===== config.mk =====
export PLATFORM = sky130hd
export DESIGN_NAME = trackball_direction_window_classifier_unit
export DESIGN_NICKNAME = d
export VERILOG_FILES = /design/src/tdwc_pkg.sv /design/src/tdwc_cfg_regs.sv /design/src/tdwc_window.sv /design/src/tdwc_classify.sv /design/src/trackball_direction_window_classifier_unit.sv
export SDC_FILE = /design/constraint.sdc
export NUM_CORES = 1
export LEC_CHECK = 0
export CORE_MARGIN = 2
export CORE_UTILIZATION = 40
export DETAILED_ROUTE_END_ITERATION = 6
export DONT_BUFFER_PORTS = 1
export SETUP_SLACK_MARGIN = 0.2
export SLEW_MARGIN = 20
export SYNTH_ARGS = -nofsm -noshare
export SYNTH_HDL_FRONTEND = slang
export SYNTH_HIERARCHICAL = 1
export SYNTH_SLANG_ARGS = --single-unit

===== constraint.sdc =====
create_clock -name aclk -period 11.8 [get_ports aclk]
set_clock_uncertainty 0.2 [all_clocks]
set_input_delay 2.36 -clock aclk [delete_from_list [all_inputs] [get_ports aclk]]
set_output_delay 2.36 -clock aclk [all_outputs]
set_load 0.01 [all_outputs]

===== src/tdwc_pkg.sv =====
`default_nettype none

package tdwc_pkg;

    localparam int CFG_INDEX_W = 3;
    localparam int CFG_DATA_W  = 16;
    localparam int WEIGHT_W    = 4;
    localparam int THRESH_W    = 12;
    localparam int TICKS_W     = 16;
    localparam int MIN_SAMPLES = 2;

    localparam logic [CFG_INDEX_W-1:0] REG_WEIGHT_UP    = 3'd0;
    localparam logic [CFG_INDEX_W-1:0] REG_WEIGHT_DOWN  = 3'd1;
    localparam logic [CFG_INDEX_W-1:0] REG_WEIGHT_LEFT  = 3'd2;
    localparam logic [CFG_INDEX_W-1:0] REG_WEIGHT_RIGHT = 3'd3;
    localparam logic [CFG_INDEX_W-1:0] REG_THRESHOLD    = 3'd4;
    localparam logic [CFG_INDEX_W-1:0] REG_WINDOW_TICKS = 3'd5;

    localparam logic [WEIGHT_W-1:0] WEIGHT_RESET = 4'd1;
    localparam logic [THRESH_W-1:0] THRESH_RESET = 12'd2;
    localparam logic [TICKS_W-1:0]  TICKS_RESET  = 16'd100;

    localparam logic KIND_EDGE = 1'b0;
    localparam logic KIND_TICK = 1'b1;

    typedef enum logic [1:0] {
        DIR_UP    = 2'd0,
        DIR_DOWN  = 2'd1,
        DIR_LEFT  = 2'd2,
        DIR_RIGHT = 2'd3
    } dir_t;

    typedef enum logic [1:0] {
        STATUS_EMIT = 2'd0,
        STATUS_FEW  = 2'd1,
        STATUS_LOW  = 2'd2
    } status_t;

    typedef struct packed {
        logic [WEIGHT_W-1:0] weight_up;
        logic [WEIGHT_W-1:0] weight_down;
        logic [WEIGHT_W-1:0] weight_left;
        logic [WEIGHT_W-1:0] weight_right;
        logic [THRESH_W-1:0] threshold;
        logic [TICKS_W-1:0]  window_ticks;
    } cfg_t;

endpackage

`default_nettype wire


===== src/tdwc_cfg_regs.sv =====
`default_nettype none

module tdwc_cfg_regs
    import tdwc_pkg::*;
(
    input  wire logic                   aclk,
    input  wire logic                   aresetn,
    input  wire logic                   cfg_wr_en,
    input  wire logic [CFG_INDEX_W-1:0] cfg_index,
    input  wire logic [CFG_DATA_W-1:0]  cfg_wdata,
    output cfg_t                        cfg
);

    cfg_t cfg_reg;
    cfg_t cfg_next;

    always_comb begin
        cfg_next = cfg_reg;
        if (cfg_wr_en) begin
            case (cfg_index)
                REG_WEIGHT_UP:    cfg_next.weight_up    = cfg_wdata[WEIGHT_W-1:0];
                REG_WEIGHT_DOWN:  cfg_next.weight_down  = cfg_wdata[WEIGHT_W-1:0];
                REG_WEIGHT_LEFT:  cfg_next.weight_left  = cfg_wdata[WEIGHT_W-1:0];
                REG_WEIGHT_RIGHT: cfg_next.weight_right = cfg_wdata[WEIGHT_W-1:0];
                REG_THRESHOLD:    cfg_next.threshold    = cfg_wdata[THRESH_W-1:0];
                REG_WINDOW_TICKS: cfg_next.window_ticks = cfg_wdata[TICKS_W-1:0];
                default:          cfg_next = cfg_reg;   // unmapped index: dropped
            endcase
        end
    end

    always_ff @(posedge aclk) begin
        if (!aresetn) begin
            cfg_reg.weight_up    <= WEIGHT_RESET;
            cfg_reg.weight_down  <= WEIGHT_RESET;
            cfg_reg.weight_left  <= WEIGHT_RESET;
            cfg_reg.weight_right <= WEIGHT_RESET;
            cfg_reg.threshold    <= THRESH_RESET;
            cfg_reg.window_ticks <= TICKS_RESET;
        end else begin
            cfg_reg <= cfg_next;
        end
    end

    assign cfg = cfg_reg;

endmodule

`default_nettype wire


===== src/tdwc_window.sv =====
`default_nettype none

module tdwc_window
    import tdwc_pkg::*;
#(
    parameter int COUNT_WIDTH = 8
) (
    input  wire logic                       aclk,
    input  wire logic                       aresetn,
    input  wire logic                       step_en,
    input  wire logic                       kind,
    input  wire logic [1:0]                 direction,
    input  wire logic [TICKS_W-1:0]         window_ticks,
    output logic                            window_close,
    output logic [3:0][COUNT_WIDTH-1:0]     counts
);

    localparam logic [COUNT_WIDTH-1:0] COUNT_MAX = {COUNT_WIDTH{1'b1}};

    logic [3:0][COUNT_WIDTH-1:0] counts_reg;
    logic [3:0][COUNT_WIDTH-1:0] counts_next;
    logic                        open_reg;
    logic                        open_next;
    logic [TICKS_W-1:0]          elapsed_reg;
    logic [TICKS_W-1:0]          elapsed_next;
    logic [TICKS_W-1:0]          elapsed_inc;
    logic [TICKS_W-1:0]          limit;

    // zero length behaves as one tick
    assign limit       = (window_ticks == '0) ? TICKS_W'(1) : window_ticks;
    assign elapsed_inc = elapsed_reg + TICKS_W'(1);

    always_comb begin
        counts_next  = counts_reg;
        open_next    = open_reg;
        elapsed_next = elapsed_reg;
        window_close = 1'b0;
        if (step_en) begin
            if (kind == KIND_EDGE) begin
                if (!open_reg) begin
                    counts_next  = '0;
                    open_next    = 1'b1;
                    elapsed_next = '0;
                end
                for (int i = 0; i < 4; i++) begin
                    if (direction == 2'(i) && counts_next[i] != COUNT_MAX) begin
                        counts_next[i] = counts_next[i] + COUNT_WIDTH'(1);
                    end
                end
            end else if (open_reg) begin
                if (elapsed_inc >= limit) begin
                    open_next    = 1'b0;
                    elapsed_next = '0;
                    window_close = 1'b1;
                end else begin
                    elapsed_next = elapsed_inc;
                end
            end
        end
    end

    always_ff @(posedge aclk) begin
        if (!aresetn) begin
            counts_reg  <= '0;
            open_reg    <= 1'b0;
            elapsed_reg <= '0;
        end else begin
            counts_reg  <= counts_next;
            open_reg    <= open_next;
            elapsed_reg <= elapsed_next;
        end
    end

    // counts are unchanged by ticks, so the closing tick sees the window totals
    assign counts = counts_reg;

endmodule

`default_nettype wire


===== src/tdwc_classify.sv =====
`default_nettype none

module tdwc_classify
    import tdwc_pkg::*;
#(
    parameter int COUNT_WIDTH = 8
) (
    input  wire logic [3:0][COUNT_WIDTH-1:0] counts,
    input  cfg_t                             cfg,
    output dir_t                             chosen,
    output status_t                          status
);

    localparam int PROD_W = COUNT_WIDTH + WEIGHT_W;
    localparam int CMP_W  = (PROD_W > THRESH_W) ? PROD_W : THRESH_W;

    logic [3:0][CMP_W-1:0] weighted;
    logic [CMP_W-1:0]      thresh_ext;
    logic                  enough;
    logic [1:0]            best_idx;
    logic [CMP_W-1:0]      best_val;

    assign weighted[0] = CMP_W'(counts[0]) * CMP_W'(cfg.weight_up);
    assign weighted[1] = CMP_W'(counts[1]) * CMP_W'(cfg.weight_down);
    assign weighted[2] = CMP_W'(counts[2]) * CMP_W'(cfg.weight_left);
    assign weighted[3] = CMP_W'(counts[3]) * CMP_W'(cfg.weight_right);
    assign thresh_ext  = CMP_W'(cfg.threshold);

    always_comb begin
        enough = 1'b0;
        for (int i = 0; i < 4; i++) begin
            if (counts[i] >= COUNT_WIDTH'(MIN_SAMPLES)) begin
                enough = 1'b1;
            end
        end
    end

    // ties favor the later direction: right > left > down > up
    always_comb begin
        best_idx = 2'd0;
        best_val = weighted[0];
        for (int i = 1; i < 4; i++) begin
            if (weighted[i] >= best_val) begin
                best_idx = 2'(i);
                best_val = weighted[i];
            end
        end
    end

    always_comb begin
        chosen = DIR_UP;
        if (!enough) begin
            status = STATUS_FEW;
        end else if (best_val >= thresh_ext) begin
            status = STATUS_EMIT;
            chosen = dir_t'(best_idx);
        end else begin
            status = STATUS_LOW;
        end
    end

endmodule

`default_nettype wire


===== src/trackball_direction_window_classifier_unit.sv =====
`default_nettype none

// Channel     | Handshake        | Payload
// ------------+------------------+--------------------------------------------
// input       | s_valid/s_ready  | s_kind (edge/tick), s_direction
// result      | m_valid/m_ready  | m_chosen_direction, m_window_status
// config      | cfg_wr_en        | cfg_index, cfg_wdata (no read-back)
//
// One transaction per cycle in and out while m_ready stays high. An accepted
// transaction lands in the input register; when the processing stage advances,
// the window state updates and, on a closing tick, the classifier result is
// loaded into the output register, which drives m_valid. Reset (aresetn,
// synchronous) restores register defaults and closes the window. A stalled
// output holds the input register; s_ready drops only when both are full and
// m_ready is low.

module trackball_direction_window_classifier_unit
    import tdwc_pkg::*;
#(
    parameter int COUNT_WIDTH = 8
) (
    input  wire logic                   aclk,
    input  wire logic                   aresetn,

    input  wire logic                   s_valid,
    output logic                        s_ready,
    input  wire logic                   s_kind,
    input  wire logic [1:0]             s_direction,

    output logic                        m_valid,
    input  wire logic                   m_ready,
    output logic [1:0]                  m_chosen_direction,
    output logic [1:0]                  m_window_status,

    input  wire logic                   cfg_wr_en,
    input  wire logic [CFG_INDEX_W-1:0] cfg_index,
    input  wire logic [CFG_DATA_W-1:0]  cfg_wdata
);

    cfg_t cfg;

    // input register
    logic       in_valid_reg;
    logic       in_kind_reg;
    logic [1:0] in_dir_reg;

    // output register
    logic       out_valid_reg;
    logic [1:0] out_dir_reg;
    logic [1:0] out_status_reg;

    logic                        advance;
    logic                        step_en;
    logic                        window_close;
    logic [3:0][COUNT_WIDTH-1:0] counts;
    dir_t                        chosen;
    status_t                     status;

    // the processing stage moves whenever the output slot is free or draining
    assign advance = !out_valid_reg || m_ready;
    assign step_en = in_valid_reg && advance;
    assign s_ready = !in_valid_reg || advance;

    tdwc_cfg_regs u_cfg (
        .aclk      (aclk),
        .aresetn   (aresetn),
        .cfg_wr_en (cfg_wr_en),
        .cfg_index (cfg_index),
        .cfg_wdata (cfg_wdata),
        .cfg       (cfg)
    );

    tdwc_window #(
        .COUNT_WIDTH (COUNT_WIDTH)
    ) u_window (
        .aclk         (aclk),
        .aresetn      (aresetn),
        .step_en      (step_en),
        .kind         (in_kind_reg),
        .direction    (in_dir_reg),
        .window_ticks (cfg.window_ticks),
        .window_close (window_close),
        .counts       (counts)
    );

    tdwc_classify #(
        .COUNT_WIDTH (COUNT_WIDTH)
    ) u_classify (
        .counts (counts),
        .cfg    (cfg),
        .chosen (chosen),
        .status (status)
    );

    always_ff @(posedge aclk) begin
        if (!aresetn) begin
            in_valid_reg <= 1'b0;
        end else if (s_ready) begin
            in_valid_reg <= s_valid;
        end
    end

    always_ff @(posedge aclk) begin
        if (s_ready && s_valid) begin
            in_kind_reg <= s_kind;
            in_dir_reg  <= s_direction;
        end
    end

    // only closing ticks produce a result
    always_ff @(posedge aclk) begin
        if (!aresetn) begin
            out_valid_reg <= 1'b0;
        end else if (advance) begin
            out_valid_reg <= step_en && window_close;
        end
    end

    always_ff @(posedge aclk) begin
        if (step_en && window_close) begin
            out_dir_reg    <= chosen;
            out_status_reg <= status;
        end
    end

    assign m_valid            = out_valid_reg;
    assign m_chosen_direction = out_dir_reg;
    assign m_window_status    = out_status_reg;

endmodule

`default_nettype wire

==> out/results.ini, run 1 <==
[outcome]
status=completed

[cells_and_area]
diodes=0
final_cell_area_mm2=0.0111
drive_gt1_share_pct=4.42
area_delta_synth_final_pct=5.26
nets=1444
largest_register_ffs=44

[global_route]
antenna_found_initial=0
grt_usage_pct=18.0
met1_usage_pct=24.0
grt-ovfl-total=0
busiest_layer=met2
grt_max_degree=122
grt_use_met2_pct=30.3
grt_pass1_vias=8119
grt_pass1_wl_um=41000
use_met3_pct=2.62

[logic_synthesis]
synth_xor_area_share_pct=4.86
synth_fp_nets=1461
synth_top_family_by_area=simple AND/OR/NAND/NOR gates
yosysSeqAreaShare_pct=20.0
ys_warn_count=6
syn_avg_cell_area_um2=8.40
syn-cell-area_mm2=0.0105
synthCells=1256
muxShareOfSynthArea_pct=6.36
synth-main-ff-cell=dfxtp_1
synth_cell_types=93
synthSimpleGateAreaFrac_pct=25.1
ys_ff_latch=102
synth_compound_area_share_pct=12.3
async_flop_share_pct=0
synth-edff-count=7
synth_fa_ha_area_share_pct=24.6

[job]
max-cap-violations=0

[drt]
firstDrtPassIters=5
vias=8304
wl_um=24900
drt_iter0_drc=410
viasPerCell=5.26
drc=0
wl_per_cell_um=15.8
antenna_left=0

[timing]
hold_viol=0
finalMaxSlewViolations=0
slew_headroom_pct=49.4
fin_tns_setup_ns=0
fmax_mhz=92.2
finalSetupViolCount=0
worst_pin_slew_ns=0.758
rsz0062_at_grt=no
period_minus_slack_ns=10.84
fin_crit_sh_pct=91.9

[cts]
clkSinkCount=102
cts-root-buf=clkbuf_16
numCtsBuffers=9
clk_pin_slew_worst_paths_ns=0.07
cts_setup_buffers=0
cts_hold_buf=0
cts_resized=0
clk_latency_ns=0.35
h-tree-depth=3
clock_path_buffers=2
cts_tree=done

[worst_setup_path]
cp_max_fo=15
worst_path_largest_cell_delay_ns=0.63
regToRegSetupSlack_ns=0.96
required_ns=11.69
worstPathArrival_ns=10.73
critical_path_buf_inv_count=3
cp_top_family=compound AO/OA/AOI/OAI gates
cp_common_cell=a21o_1
crit_path_end_kind=flop
critical_path.startpoint_type=flop
cp_slowest_cell=o211ai_2
criticalPathCategory=reg -> reg

[place]
place_hpwl_um=19700
place_area_mm2=0.0108
gp_congestion=0.896
portBuffers=0

[floorplan]
start_util_pct=40.6
die_area_mm2=0.0277
core_area_mm2=0.0260
row_count=59
die_h_um=166
ioPinCount=33
die_x_um=166

[min_path]
hold_class=reg -> reg

[pwr]
seqPwrFrac_pct=51.9
p_clk_share_pct=42.9
switching_share_pct=24.2
p_leak_nw=5.02
p_comb_share_pct=5.2
ir_drop_mv=0.0645
switchingPower_mw=0.168
intPower_mw=0.526
p_per_area_mw_per_mm2=62.5
total_power_mw=0.694

[cell usage in the layout, fill, tap and decap left out, types with 21 or more instances in the layout]
master,n
dfxtp_1,95
fa_1,48
and2_1,101
xnor2_1,33
a21oi_1,35
inv_1,140
nand2_1,186
nand3_1,26
nor2_1,50
o21ai_0,21
mux2i_1,61
o21a_1,27
nor2b_1,35
ha_1,130
[tightest hold or removal path: stages, from the launching register on]
cell     delay [ns]
dfxtp_1        0.31
nand2_1        0.05
mux2i_1        0.05
[routing by layer]
metal | vias up | wire, µm
met2 | 134 | 11500
met5 | - | 0
li1 | 4220 | -
met4 | 0 | 483
met3 | 33 | 937
met1 | 3917 | 12000
[synthesized netlist by cell type (13+ instances only)]
master,count,share of area (%)
dfxtp_1,95,18
and3_1,18,1.1
mux2i_1,61,5.8
inv_1,140,5.0
fa_1,48,9.1
a21oi_1,35,1.7
nor2b_1,35,2.1
nand2b_1,13,0.77
nand2_1,187,6.7
clkbuf_1,14,0.50
ha_1,130,15
a21o_1,20,1.4
and2_1,101,6.0
nor2_1,50,1.8
nand3_1,26,1.2
xor2_1,20,1.7
o21ai_0,22,1.0
nor4_1,15,0.89
xnor2_1,33,2.7
o21a_1,27,1.9
[power by group through the flow]
stage | sequential [mW] | clock (mW) | combinational (mW)
6_report | 0.360 | 0.298 | 0.0361
5_1_grt | 0.361 | 0.319 | 0.0403
4_1_cts | 0.360 | 0.306 | 0.0363
3_5_place_dp | 0.368 | 0 | 0.0361
3_3_place_gp | 0.368 | 0 | 0.0357
2_1_floorplan | 0.365 | 0 | 0.0348
[final cells by class]
cell class / count / area [µm²]
clock buffer: 11 / 254
tap: 335 / 419
inverter: 140 / 526
sequential: 102 / 2110
fill: 2649 / 14900
clock inverter: 5 / 38.8
multi-input combinational: 984 / 7740
timing repair buffer: 2 / 15.0
[final timing paths]
| path | endpoint | depth (start not counted) | startpoint |
|---|---|---|---|
| hold reg to reg | u_cfg/cfg[25] | 2 | u_cfg/cfg[25] |
| setup / recovery | m_chosen_direction[0] | 41 | u_cfg/cfg[39] |
| setup reg to reg | m_chosen_direction[0] | 41 | u_cfg/cfg[39] |
| hold / removal | u_cfg/cfg[25] | 2 | u_cfg/cfg[25] |
[logic make-up (layout without fill, tap and decap cells)]
family                     after synthesis  count (layout)
AOI/OAI and AO/OA                      183             183
xor gates and xnor gates                56              56
adders and majority gates              179             179
buffers and inverters                  170             158
DFF                                    102             102
muxes                                   65              65
and+or+nand+nor                        501             501
[metrics by stage]
stage	utilization, %	worst slack (ns)	instances	hold slack, ns
after global placement	41.6	1.17	1563	0.245
final	42.7	0.955	1579	0.262
after detailed placement	41.6	1.02	1563	0.255
after CTS	42.7	0.974	1579	0.265
after global routing	42.7	0.297	1579	0.281
after floorplan	-	2.10	1256	0.235
No activity file was read; power rests on OpenSTA's default activity.
==> run 2, diff against run 1 <==
--- a/config.mk
+++ b/config.mk
@@ -7,8 +7,10 @@
 export LEC_CHECK = 0
 export CORE_MARGIN = 2
 export CORE_UTILIZATION = 40
+export CTS_CLUSTER_DIAMETER = 40
 export DETAILED_ROUTE_END_ITERATION = 6
 export DONT_BUFFER_PORTS = 1
+export REMOVE_ABC_BUFFERS = 1
 export SETUP_SLACK_MARGIN = 0.2
 export SLEW_MARGIN = 20
 export SYNTH_ARGS = -nofsm -noshare
==> out/results.ini, run 2 (same netlist as run 1, synthesis figures left out) <==
[place]
gp_congestion=0.835
placed_cells=1563
place_area_mm2=0.0108
portBuffers=0
pre_cts_ws_ns=1.25
place_hpwl_um=19800

[timing]
slew_headroom_pct=25.9
worst_pin_slew_ns=1.11
rsz0062_at_grt=no
period_minus_slack_ns=10.61
hold_slack_ns=0.260
layout_setup_ws_ns=1.19
fin_tns_setup_ns=0
hold_viol=0
fmax_mhz=94.2
fin_crit_sh_pct=89.9
finalSetupViolCount=0
finalMaxSlewViolations=0

[cells_and_area]
largest_register_ffs=44
drive_gt1_share_pct=4.26
post-route-util_pct=42.7
diodes=0
final_cell_area_mm2=0.0111
final_common_cell=nand2_1
nets=1444
finalNonFillerCells=1579
final_cell_mix=nand2_1 (187), inv_1 (140), ha_1 (130)
area_delta_synth_final_pct=5.23

[worst_setup_path]
critical_path_buf_inv_count=4
worstPathArrival_ns=10.51
cp_max_fo=16
required_ns=11.70
regToRegSetupSlack_ns=1.19
cp.depth=42
r2r_end=m_chosen_direction[0]
cp_slowest_cell=o211ai_2
reg2regPathDepth=42
cp_top_family=compound AO/OA/AOI/OAI gates
worst_path_largest_cell_delay_ns=0.62
cp_common_cell=a21o_1
crit_path_end_kind=flop
r2r_start=u_cfg/cfg[43]
criticalPathCategory=reg -> reg
critical_path.startpoint_type=flop

[min_path]
min_to=u_cfg/cfg[22]
hp-start=u_cfg/cfg[22]
hold_class=reg -> reg
whs_path_depth=2

[cts]
numCtsBuffers=9
clock_path_buffers=2
cts_resized=0
clk_pin_slew_worst_paths_ns=0.07
clkSinkCount=102
cts-root-buf=clkbuf_16
h-tree-depth=3
cts_setup_buffers=0
cts_tree=done
cts_hold_buf=0
clk_latency_ns=0.36

[drt]
wl_per_cell_um=15.8
drc=0
vias=8321
viasPerCell=5.27
antenna_left=0
drt_iter0_drc=336
firstDrtPassIters=5
wl_um=25000

[pwr]
ir_drop_mv=0.0875
seqPwrFrac_pct=51.6
intPower_mw=0.534
p_comb_share_pct=5.2
switchingPower_mw=0.165
p_per_area_mw_per_mm2=62.9
switching_share_pct=23.6
p_clk_share_pct=43.2
p_leak_nw=5.02
total_power_mw=0.699

[floorplan]
die_h_um=166
ioPinCount=33
start_util_pct=40.6
die_x_um=166
die_area_mm2=0.0277
row_count=59
core_area_mm2=0.0260

[global_route]
grt_usage_pct=18.2
grt-ovfl-total=0
grt_max_degree=122
grt_pass1_wl_um=41400
grt_pass1_vias=8117
antenna_found_initial=0

[job]
max-cap-violations=0

[outcome]
status=completed

run 2: cell count changes in the layout (fill, tap and decap cells not counted):
cell / change
inv_6: -1
clkbuf_16: -1
clkbuf_1: +1
nand2_1: +1
nand2_2: -1
bufinv_16: +1
run 2: final cells by class:
type	instances	area, µm²
Clock buffer	11	233
Clock inverter	5	60.1
Fill cell	2646	14900
Inverter	140	526
Multi-Input combinational cell	984	7730
Sequential cell	102	2110
Tap cell	335	419
Timing Repair Buffer	2	15.0
run 2: how the worst max path moves through the flow:
stage          slack, ns                start                    end
2_1_floorplan       0.75   u_window/counts[9]  m_chosen_direction[0]
3_3_place_gp        1.45   u_window/counts[9]  m_chosen_direction[0]
3_5_place_dp        1.25        u_cfg/cfg[43]  m_chosen_direction[0]
4_1_cts             1.24  u_window/counts[10]  m_chosen_direction[0]
5_1_grt             0.49  u_window/counts[10]  m_chosen_direction[0]
6_report            1.19        u_cfg/cfg[43]  m_chosen_direction[0]
run 2: power by group through the flow:
stage	clock, mW	sequential, mW	combinational [mW]
final	0.302	0.360	0.0365
after global routing	0.322	0.361	0.0400
after CTS	0.310	0.360	0.0365
after detailed placement	0	0.368	0.0363
after global placement	0	0.368	0.0360
after floorplan	0	0.365	0.0272
run 2: layer usage:
metal  vias up  routed length (µm)  global-route usage, %
met5         -                   0                      0
met4         0                 416                   4.80
met3        31                 716                   1.84
met2       129               11700                   30.7
met1      3945               12100                   24.8
li1       4216                   -                      -
run 2: worst register-to-register path: cells and delay by family, from the launching register on:
| kind | cells | cell delay [ns] |
|---|---|---|
| AND/OR/NAND/NOR | 7 | 1.00 |
| flip-flops | 1 | 0.46 |
| AO/OA/AOI/OAI | 20 | 4.33 |
| adder cells (fa/ha/maj) | 8 | 3.00 |
| multiplexers | 3 | 0.89 |
| buffers and inverters | 4 | 0.47 |
